==> src/hw/rtl/khfm_pkg.sv <==
// Shared types and constants for the kernel heap frame mapper.
// Used by khfm_frame_map and kernel_heap_frame_mapper_top; no dependencies.
package khfm_pkg;

  localparam int WORD_BITS = 32;
  localparam int BIT_W     = 5;

  localparam logic [1:0] STATUS_OK      = 2'd0;
  localparam logic [1:0] STATUS_COLLIDE = 2'd1;
  localparam logic [1:0] STATUS_NOFRAME = 2'd2;

  localparam logic [1:0] CFG_STACK_BASE = 2'd0;
  localparam logic [1:0] CFG_PAGING     = 2'd1;
  localparam logic [1:0] CFG_HEAP_START = 2'd2;
  localparam logic [1:0] CFG_RESERVED   = 2'd3;

  // Result of the first-free search over one row of the frame map
  typedef struct packed {
    logic             found;
    logic [BIT_W-1:0] pos;
  } khfm_find_t;

endpackage

==> src/hw/rtl/khfm_frame_map.sv <==
// Frame usage bitmap held as rows of 32 bits, with the first-free search over the row read.
// Depends on khfm_pkg.
module khfm_frame_map #(
  parameter int FRAME_COUNT = 512,
  localparam int Rows = (FRAME_COUNT + khfm_pkg::WORD_BITS - 1) / khfm_pkg::WORD_BITS,
  localparam int RowW = (Rows > 1) ? $clog2(Rows) : 1
) (
  input  logic                              clk,
  input  logic [RowW-1:0]                   rd_addr,
  output logic [khfm_pkg::WORD_BITS-1:0]    rd_data,
  input  logic                              wr_en,
  input  logic [RowW-1:0]                   wr_addr,
  input  logic [khfm_pkg::WORD_BITS-1:0]    wr_data,
  input  logic [9:0]                        reserved_frames,
  output khfm_pkg::khfm_find_t              find
);

  localparam int LastBits = FRAME_COUNT - (Rows - 1) * khfm_pkg::WORD_BITS;

  logic [khfm_pkg::WORD_BITS-1:0] mem [Rows];
  logic [RowW-1:0]                row_q;
  logic [khfm_pkg::WORD_BITS-1:0] avail;
  logic [khfm_pkg::BIT_W-1:0]     lo;

  always_ff @(posedge clk) begin
    if (wr_en) begin
      mem[wr_addr] <= wr_data;
    end
    rd_data <= mem[rd_addr];
    row_q   <= rd_addr;
  end

  // Frames below the reserved count are masked only in the row the scan starts at; lower rows are never scanned
  always_comb begin
    lo = '0;
    if (16'(row_q) == 16'(reserved_frames[9:5])) begin
      lo = reserved_frames[4:0];
    end
    for (int b = 0; b < khfm_pkg::WORD_BITS; b++) begin
      avail[b] = !rd_data[b] && (khfm_pkg::BIT_W'(b) >= lo) &&
                 ((32'(row_q) != Rows - 1) || (b < LastBits));
    end
  end

  always_comb begin
    find.found = |avail;
    find.pos   = '0;
    for (int b = khfm_pkg::WORD_BITS - 1; b >= 0; b--) begin
      if (avail[b]) begin
        find.pos = khfm_pkg::BIT_W'(b);
      end
    end
  end

endmodule

==> src/hw/rtl/khfm_page_table.sv <==
// Page table: per-page valid bit and mapped frame number, each a memory.
// No package dependencies.
module khfm_page_table #(
  parameter int TABLE_PAGES = 128,
  parameter int FRAME_COUNT = 512,
  localparam int PageW  = $clog2(TABLE_PAGES),
  localparam int FrameW = $clog2(FRAME_COUNT)
) (
  input  logic              clk,
  input  logic [PageW-1:0]  rd_addr,
  output logic              rd_valid,
  output logic [FrameW-1:0] rd_frame,
  input  logic [PageW-1:0]  wr_addr,
  input  logic              valid_we,
  input  logic              valid_wd,
  input  logic              frame_we,
  input  logic [FrameW-1:0] frame_wd
);

  logic              valid_mem [TABLE_PAGES];
  logic [FrameW-1:0] frame_mem [TABLE_PAGES];

  always_ff @(posedge clk) begin
    if (valid_we) begin
      valid_mem[wr_addr] <= valid_wd;
    end
    rd_valid <= valid_mem[rd_addr];
  end

  always_ff @(posedge clk) begin
    if (frame_we) begin
      frame_mem[wr_addr] <= frame_wd;
    end
    rd_frame <= frame_mem[rd_addr];
  end

endmodule

==> src/hw/rtl/kernel_heap_frame_mapper_top.sv <==
// Kernel heap break mapper: sequencer over the frame bitmap and page table.
// Rejected requests, paging off or an unchanged break go from the check state to the result;
// growth reads and checks a bitmap row per new page and per full row passed over; shrinking
// or undoing reads each page's entry and writes back each valid one. Busy holds until the
// result cycle ends, so the next request is taken in the cycle after it at the earliest.
// Reset clears max(ceil(FRAME_COUNT/32), TABLE_PAGES) entries (128 by default) under busy.
module kernel_heap_frame_mapper_top #(
  parameter int FRAME_COUNT = 512,
  parameter int TABLE_PAGES = 128,
  parameter int PAGE_SHIFT  = 13
) (
  input  logic        clk,
  input  logic        rst,
  input  logic        start,
  output logic        busy,
  input  logic [31:0] new_break_addr,
  output logic        done,
  output logic [1:0]  status,
  output logic [6:0]  break_page_now,
  output logic        flush_request,
  input  logic        cfg_valid,
  output logic        cfg_ready,
  input  logic [1:0]  cfg_index,
  input  logic [9:0]  cfg_data
);

  localparam int Rows   = (FRAME_COUNT + khfm_pkg::WORD_BITS - 1) / khfm_pkg::WORD_BITS;
  localparam int RowW   = (Rows > 1) ? $clog2(Rows) : 1;
  localparam int IdxW   = RowW + khfm_pkg::BIT_W;
  localparam int FrameW = $clog2(FRAME_COUNT);
  localparam int PageW  = $clog2(TABLE_PAGES);
  localparam int ClrLen = (Rows > TABLE_PAGES) ? Rows : TABLE_PAGES;
  localparam int ClrW   = $clog2(ClrLen);
  localparam logic [32:0] PageMask = (33'd1 << PAGE_SHIFT) - 33'd1;

  typedef enum logic [8:0] {
    S_CLEAR    = 9'b000000001,
    S_IDLE     = 9'b000000010,
    S_CHECK    = 9'b000000100,
    S_SCAN_RD  = 9'b000001000,
    S_SCAN_CHK = 9'b000010000,
    S_FREE_RD  = 9'b000100000,
    S_FREE_FRM = 9'b001000000,
    S_FREE_WR  = 9'b010000000,
    S_DONE     = 9'b100000000
  } state_t;

  state_t state;
  logic [ClrW-1:0] clr_cnt;

  logic [6:0] stack_base;
  logic       paging;
  logic [9:0] reserved;
  logic [6:0] break_page;

  logic [31:0] addr_q;
  logic [6:0]  np_q;
  logic [6:0]  pg;
  logic [6:0]  pg_end;
  logic        shrink;
  logic [RowW-1:0] scan_row;
  logic [1:0]  status_q;
  logic        flush_q;

  // Request decode
  logic [32:0] want;
  logic        collide;
  logic [15:0] res_row;
  logic [6:0]  pg_inc;

  // Frame map
  logic [RowW-1:0]                fm_rd_addr;
  logic [khfm_pkg::WORD_BITS-1:0] fm_rd_data;
  logic                           fm_wr_en;
  logic [RowW-1:0]                fm_wr_addr;
  logic [khfm_pkg::WORD_BITS-1:0] fm_wr_data;
  khfm_pkg::khfm_find_t           find;

  // Page table
  logic [PageW-1:0]  pt_addr;
  logic [PageW-1:0]  pt_wr_addr;
  logic              pt_rd_valid;
  logic [FrameW-1:0] pt_rd_frame;
  logic              pt_valid_we;
  logic              pt_valid_wd;
  logic              pt_frame_we;
  logic [FrameW-1:0] pt_frame_wd;

  logic [PageW+6:0]  pg_wide;
  logic [IdxW-1:0]   fr_wide;
  logic [IdxW-1:0]   new_idx;
  logic [khfm_pkg::WORD_BITS-1:0] set_mask;
  logic [khfm_pkg::WORD_BITS-1:0] clr_mask;

  assign cfg_ready = 1'b1;
  assign busy      = (state != S_IDLE);
  assign done      = (state == S_DONE);
  assign status        = status_q;
  assign flush_request = flush_q;
  assign break_page_now = break_page;

  assign want    = ({1'b0, addr_q} + PageMask) >> PAGE_SHIFT;
  assign collide = (want >= 33'(stack_base)) || (want >= 33'(TABLE_PAGES));
  assign res_row = 16'(reserved[9:5]);
  assign pg_inc  = pg + 7'd1;

  assign pg_wide  = {{PageW{1'b0}}, pg};
  assign pt_addr  = pg_wide[PageW-1:0];
  assign fr_wide  = IdxW'(pt_rd_frame);
  assign new_idx  = {scan_row, find.pos};
  assign set_mask = khfm_pkg::WORD_BITS'(1) << find.pos;
  assign clr_mask = khfm_pkg::WORD_BITS'(1) << fr_wide[khfm_pkg::BIT_W-1:0];

  always_comb begin
    fm_rd_addr  = fr_wide[IdxW-1:khfm_pkg::BIT_W];
    fm_wr_en    = 1'b0;
    fm_wr_addr  = fr_wide[IdxW-1:khfm_pkg::BIT_W];
    fm_wr_data  = fm_rd_data & ~clr_mask;
    pt_wr_addr  = pt_addr;
    pt_valid_we = 1'b0;
    pt_valid_wd = 1'b0;
    pt_frame_we = 1'b0;
    pt_frame_wd = new_idx[FrameW-1:0];
    unique case (state)
      S_CLEAR: begin
        fm_wr_en    = (32'(clr_cnt) < Rows);
        fm_wr_addr  = clr_cnt[RowW-1:0];
        fm_wr_data  = '0;
        pt_wr_addr  = clr_cnt[PageW-1:0];
        pt_valid_we = (32'(clr_cnt) < TABLE_PAGES);
      end
      S_SCAN_RD: begin
        fm_rd_addr = scan_row;
      end
      S_SCAN_CHK: begin
        if (find.found) begin
          fm_wr_en    = 1'b1;
          fm_wr_addr  = scan_row;
          fm_wr_data  = fm_rd_data | set_mask;
          pt_valid_we = 1'b1;
          pt_valid_wd = 1'b1;
          pt_frame_we = 1'b1;
        end
      end
      S_FREE_WR: begin
        fm_wr_en    = 1'b1;
        pt_valid_we = 1'b1;
      end
      S_IDLE, S_CHECK, S_FREE_RD, S_FREE_FRM, S_DONE: begin
      end
      default: begin
      end
    endcase
  end

  always_ff @(posedge clk) begin
    if (rst) begin
      state      <= S_CLEAR;
      clr_cnt    <= '0;
      stack_base <= 7'd126;
      paging     <= 1'b0;
      reserved   <= '0;
      break_page <= '0;
      status_q   <= khfm_pkg::STATUS_OK;
      flush_q    <= 1'b0;
    end else begin
      if (cfg_valid && cfg_ready) begin
        unique case (cfg_index)
          khfm_pkg::CFG_STACK_BASE: stack_base <= cfg_data[6:0];
          khfm_pkg::CFG_PAGING:     paging     <= cfg_data[0];
          khfm_pkg::CFG_HEAP_START: break_page <= cfg_data[6:0];
          khfm_pkg::CFG_RESERVED:   reserved   <= cfg_data;
          default: begin
          end
        endcase
      end
      unique case (state)
        S_CLEAR: begin
          clr_cnt <= clr_cnt + ClrW'(1);
          if (32'(clr_cnt) == ClrLen - 1) begin
            state <= S_IDLE;
          end
        end
        S_IDLE: begin
          if (start) begin
            addr_q <= new_break_addr;
            state  <= S_CHECK;
          end
        end
        S_CHECK: begin
          np_q <= want[6:0];
          if (collide) begin
            status_q <= khfm_pkg::STATUS_COLLIDE;
            flush_q  <= 1'b0;
            state    <= S_DONE;
          end else if (!paging) begin
            break_page <= want[6:0];
            status_q   <= khfm_pkg::STATUS_OK;
            flush_q    <= 1'b0;
            state      <= S_DONE;
          end else begin
            flush_q  <= 1'b1;
            status_q <= khfm_pkg::STATUS_OK;
            if (want[6:0] > break_page) begin
              pg       <= break_page;
              pg_end   <= want[6:0];
              scan_row <= res_row[RowW-1:0];
              // Nothing to map into: fail before any page is taken
              if (32'(res_row) >= Rows) begin
                status_q <= khfm_pkg::STATUS_NOFRAME;
                state    <= S_DONE;
              end else begin
                state <= S_SCAN_RD;
              end
            end else begin
              pg     <= want[6:0];
              pg_end <= break_page;
              shrink <= 1'b1;
              if (want[6:0] == break_page) begin
                state <= S_DONE;
              end else begin
                state <= S_FREE_RD;
              end
            end
          end
        end
        S_SCAN_RD: begin
          state <= S_SCAN_CHK;
        end
        S_SCAN_CHK: begin
          if (find.found) begin
            pg <= pg_inc;
            if (pg_inc == pg_end) begin
              break_page <= pg_end;
              state      <= S_DONE;
            end else begin
              state <= S_SCAN_RD;
            end
          end else if (32'(scan_row) == Rows - 1) begin
            // Out of frames: undo the pages mapped so far by this request
            status_q <= khfm_pkg::STATUS_NOFRAME;
            shrink   <= 1'b0;
            pg       <= break_page;
            pg_end   <= pg;
            if (pg == break_page) begin
              state <= S_DONE;
            end else begin
              state <= S_FREE_RD;
            end
          end else begin
            scan_row <= scan_row + RowW'(1);
            state    <= S_SCAN_RD;
          end
        end
        S_FREE_RD: begin
          // Pages beyond the table hold nothing; drop the rest of the walk
          if (32'(pg) >= TABLE_PAGES) begin
            if (shrink) begin
              break_page <= np_q;
            end
            state <= S_DONE;
          end else begin
            state <= S_FREE_FRM;
          end
        end
        S_FREE_FRM: begin
          if (pt_rd_valid) begin
            state <= S_FREE_WR;
          end else begin
            pg <= pg_inc;
            if (pg_inc == pg_end) begin
              if (shrink) begin
                break_page <= np_q;
              end
              state <= S_DONE;
            end else begin
              state <= S_FREE_RD;
            end
          end
        end
        S_FREE_WR: begin
          pg <= pg_inc;
          if (pg_inc == pg_end) begin
            if (shrink) begin
              break_page <= np_q;
            end
            state <= S_DONE;
          end else begin
            state <= S_FREE_RD;
          end
        end
        S_DONE: begin
          state <= S_IDLE;
        end
        default: begin
          state <= S_IDLE;
        end
      endcase
    end
  end

  khfm_frame_map #(
    .FRAME_COUNT(FRAME_COUNT)
  ) u_frame_map (
    .clk            (clk),
    .rd_addr        (fm_rd_addr),
    .rd_data        (fm_rd_data),
    .wr_en          (fm_wr_en),
    .wr_addr        (fm_wr_addr),
    .wr_data        (fm_wr_data),
    .reserved_frames(reserved),
    .find           (find)
  );

  khfm_page_table #(
    .TABLE_PAGES(TABLE_PAGES),
    .FRAME_COUNT(FRAME_COUNT)
  ) u_page_table (
    .clk     (clk),
    .rd_addr (pt_addr),
    .rd_valid(pt_rd_valid),
    .rd_frame(pt_rd_frame),
    .wr_addr (pt_wr_addr),
    .valid_we(pt_valid_we),
    .valid_wd(pt_valid_wd),
    .frame_we(pt_frame_we),
    .frame_wd(pt_frame_wd)
  );

endmodule

==> config.mk <==
export PLATFORM = sky130hd
export DESIGN_NAME = kernel_heap_frame_mapper_top
export DESIGN_NICKNAME = d
export VERILOG_FILES = /design/src/hw/rtl/khfm_pkg.sv /design/src/hw/rtl/khfm_frame_map.sv /design/src/hw/rtl/khfm_page_table.sv /design/src/hw/rtl/kernel_heap_frame_mapper_top.sv
export SDC_FILE = /design/constraint.sdc
export NUM_CORES = 2
export LEC_CHECK = 0
export BUFFER_PORTS_ARGS = -buffer_cell sky130_fd_sc_hd__buf_2
export CORE_UTILIZATION = 32
export CTS_CLUSTER_SIZE = 12
export DETAILED_ROUTE_END_ITERATION = 6
export GPL_TIMING_DRIVEN = 0
export PLACE_DENSITY = 0.51
export SYNTH_ARGS = -nofsm -noshare
export SYNTH_HDL_FRONTEND = slang
export SYNTH_SLANG_ARGS = --single-unit
==> constraint.sdc <==
create_clock -name clk -period 11.7 [get_ports clk]
set_clock_uncertainty 0.2 [all_clocks]
set_input_delay 1.755 -clock clk [delete_from_list [all_inputs] [get_ports clk]]
set_output_delay 1.755 -clock clk [all_outputs]
set_load 0.02 [all_outputs]
==> implementation parameters <==
Parameter                              Value

Logic synthesis
  Proportion of synthesized chip area in sequential cells ... 0.7285
  Synthesized area divided by synthesized cell count ... 16.70 um^2
  Number of unique standard cell types used by synthesis ... between 90 and 100
  Post-synthesis compound-gate area fraction ... 0.03775
  Synth warnings ... 0
  Mux contribution to synthesized area ... 0.1240
  Synthesized Nets ... 4780
  Summed instance area of the synthesized netlist ... 78730 um^2
  Simple logic cell fraction of the synthesized area ... 0.08507
  Top flip-flop cell by instance count after synthesis ... sky130_fd_sc_hd__edfxtp_1
  EDFF count, synth ... approximately 1900
  Post-synthesis adder-cell area fraction ... 0.002702
  Share of Yosys cell area claimed by the top area cell type ... 0.7056
  Largest cells by area after synthesis ... sky130_fd_sc_hd__edfxtp_1 71%, sky130_fd_sc_hd__mux4_2 12%, sky130_fd_sc_hd__nand2_1 3.2%, sky130_fd_sc_hd__dfxtp_1 2.3%, sky130_fd_sc_hd__nand3_1 1.9%
  Combinational family with the most area after synthesis ... multiplexers
  Cell type with the largest total area after synthesis ... sky130_fd_sc_hd__edfxtp_1
  Gate Count Post-Synth ... between 4000 and 5000
  Synthesized-area fraction occupied by xor and xnor cells ... 0.004974
  Ys async rst share ... 0
  #FFs+latches synth ... 1940

Critical path
  Crit path launch type ... flip-flop
  Required time reported for the critical path endpoint ... 12040 ps
  Reg-to-Reg End ... u_frame_map.mem[1][24]
  Beginning of the worst register-to-register path ... reserved[2]
  Minimum setup slack among reg-to-reg paths ... 5710 ps
  Logic depth of the worst register-to-register path ... 10
  Capturing element type of the critical path ... flip-flop
  Critical path arrival ... 6340 ps
  Worst Setup Path Type ... flip-flop to flip-flop
  Biggest fanout along the worst timing path ... 17

Layout
  Most frequent cells in the layout ... 1850 x sky130_fd_sc_hd__edfxtp_1, 666 x sky130_fd_sc_hd__nand2_1, 420 x sky130_fd_sc_hd__mux4_2, 335 x sky130_fd_sc_hd__nor2_1, 293 x sky130_fd_sc_hd__nand3_1
  Number of nets in the layout ... 5114
  P&R area growth vs syn ... 15.28%
  Most common cell after layout, fill and taps aside ... sky130_fd_sc_hd__edfxtp_1
  Final core utilization ... 0.3721
  Fraction of final layout cells with drive strength greater than 1 ... 0.1804

STA
  Transition at the pin with the smallest max-transition slack ... 1432 ps
  Final Max Tran Viols ... 0
  Hold_ws ... between 300 and 400 ps
  Post-route worst setup slack ... between 5000 and 6000 ps
  Final Hold Fails ... 0
  Count of endpoints failing setup in the final report ... 0
  Tcrit/Tclk final ... 0.5123
  Setup repair after global routing missed its margin ... false
  Slew margin rel. ... 0.03558
  Maximum frequency from static timing analysis ... 166.8 MHz
  Minimum period implied by the final worst setup slack ... roughly 6000 ps
  TNS Setup ... 0 ps

Routing
  Iter 0 DRT Violations ... 5426
  Iteration count of the initial detailed-routing pass ... 6
  # DRC ... 0
  Post-route ant nets ... 0
  Via count of the routed design ... ~45000
  Final wirelength ... 231700 um
  Post-detailed-route via-to-cell ratio ... ~5.4
  Wirelength per Cell ... 27.59 um

CTS
  Gates resized, CTS repair ... 0
  Clock tree sinks ... ~1900
  Depth of the CTS H-tree ... 4
  Clock buffer depth ... 3
  CTS tree ... yes
  Post-CTS Hold Buffers ... 0
  Clock edge transition at the registers on the reported setup and hold paths ... approximately 60 ps
  TritonCTS buffer count ... 198
  Root Buffer Master ... sky130_fd_sc_hd__clkbuf_16
  Post-CTS repair timing setup buffer count ... 0
  Latest clock arrival within the worst-skew pair ... around 860 ps

Job
  Maximum Capacitance Violations ... 0

Min path
  Hold wc startpoint ... stack_base[0]
  WHS Endpoint ... stack_base[0]
  Class of the tightest hold or removal check ... flip-flop to flip-flop
  Worst hold stages ... 2

Place
  Final weighted congestion in routability-driven placement ... about 0.89
  Port Buffers ... 58
  Pre-CTS setup slack ... 5756 ps
  Half-perimeter wire length of the detailed placement result ... 162300 um

GRT
  Total global routing track utilization ... 0.1849
  Number of global-route vias before repair ... around 45000
  First-pass GRT wire length ... 331100 um
  Total global routing overflow ... 0
  Antenna violations before repair ... 10
  Largest net degree at the start of global routing ... roughly 110

Power and ir drop
  Static Leak ... 29.53 nW
  Design Power ... 14.21 mW
  Power density normalized to cell area ... between 150 and 200 nW/um^2
  VDD IR max ... between 0.15 and 0.2 mV

Floorplan
  Initial cell density of the core ... 0.3228
  Die outline area ... 248000 um^2
  Site row count ... 181
  Number of top-level pins ... 61
  DIE HEIGHT ... 498.0 um
  X dimension of the die ... 498.0 um
  Area of the core ... 243900 um^2

Run status
  Run status ... complete, no violations
## per-stage QoR
stage,cells,cell area [um^2]
5_1_grt,8397,90750
3_5_place_dp,8046,84680
6_report,8398,90760
3_3_place_gp,7975,83020
2_1_floorplan,4715,78730
4_1_cts,8391,90670
## worst max path at each step
stage | startpoint | end | slack, ps | depth (start not counted)
finish | reserved[2] | u_frame_map.mem[1][24] | 5710 | 10
global route | reserved[2] | u_frame_map.mem[0][27] | 5370 | 10
CTS | reserved[2] | u_frame_map.mem[0][23] | 5770 | 10
detailed placement | reserved[2] | u_frame_map.mem[0][30] | 5760 | 10
global placement | reserved[2] | u_page_table.frame_mem[100][3] | -1020 | 6
floorplan | reserved[7] | u_page_table.frame_mem[0][3] | 5100 | 8
## report_power, final
part	switching (mW)	internal (mW)	leakage, nW
clock	2.66	3.28	2.90
sequential	0.0393	7.72	18.4
combinational	0.388	0.134	8.28
total	3.08	11.1	29.5
## final cells by class
class	instances	area [um^2]
Fill cell	22680	153100
Sequential cell	1940	57360
Multi-Input combinational cell	2438	20290
Clock buffer	271	5390
Tap cell	3202	4006
Timing Repair Buffer	134	1763
Buffer	299	1205
Clock inverter	74	594.3
Inverter	38	150.1
Antenna cell	2	5.005
## kinds of logic after synthesis
kind of cell / Yosys count
flops: 1940
other cells: 1
mux: 448
buf+inv: 337
fa+ha+maj: 17
xor+xnor: 37
simple gates: 1517
compound gates: 418
## registers in the layout, indices dropped and copies added (netlist names), 9 cells and up
| name | count |
|---|---|
| reserved | 10 |
| u_page_table.valid_mem | 128 |
| u_frame_map.mem | 512 |
| u_page_table.rd_frame | 9 |
| addr_q | 32 |
| state | 9 |
| u_frame_map.rd_data | 32 |
| u_page_table.frame_mem | 1152 |
## synthesized netlist by cell type (all sizes together), types with 17 or more instances
cell type,n
a21oi,81
a311oi,68
a31oi,70
and3,39
buf,77
clkbuf,222
dfxtp,90
edfxtp,1850
ha,17
inv,37
mux2,20
mux4,420
nand2,666
nand3,299
nand3b,18
nor2,351
nor3,28
o21ai,59
xor2,18
## worst max-delay path, stage by stage, from the launching register on
cell	delay, ps
sky130_fd_sc_hd__dfxtp_1	440
sky130_fd_sc_hd__clkbuf_1	440
sky130_fd_sc_hd__clkbuf_1	500
sky130_fd_sc_hd__a41oi_1	320
sky130_fd_sc_hd__o41ai_2	620
sky130_fd_sc_hd__nand4_1	370
sky130_fd_sc_hd__or2_4	390
sky130_fd_sc_hd__a311oi_1	940
sky130_fd_sc_hd__nand2_1	510
sky130_fd_sc_hd__nor2_4	680
sky130_fd_sc_hd__buf_16	240
## per-layer routing
layer | up-vias | wire [um] | track usage
met5 | - | 33 | 0
met4 | 4 | 7315 | 0.05901
met3 | 337 | 16670 | 0.03095
met2 | 1825 | 104800 | 0.2835
met1 | 23690 | 102900 | 0.2667
li1 | 19250 | - | -
Power figures use the tool's default switching activity.
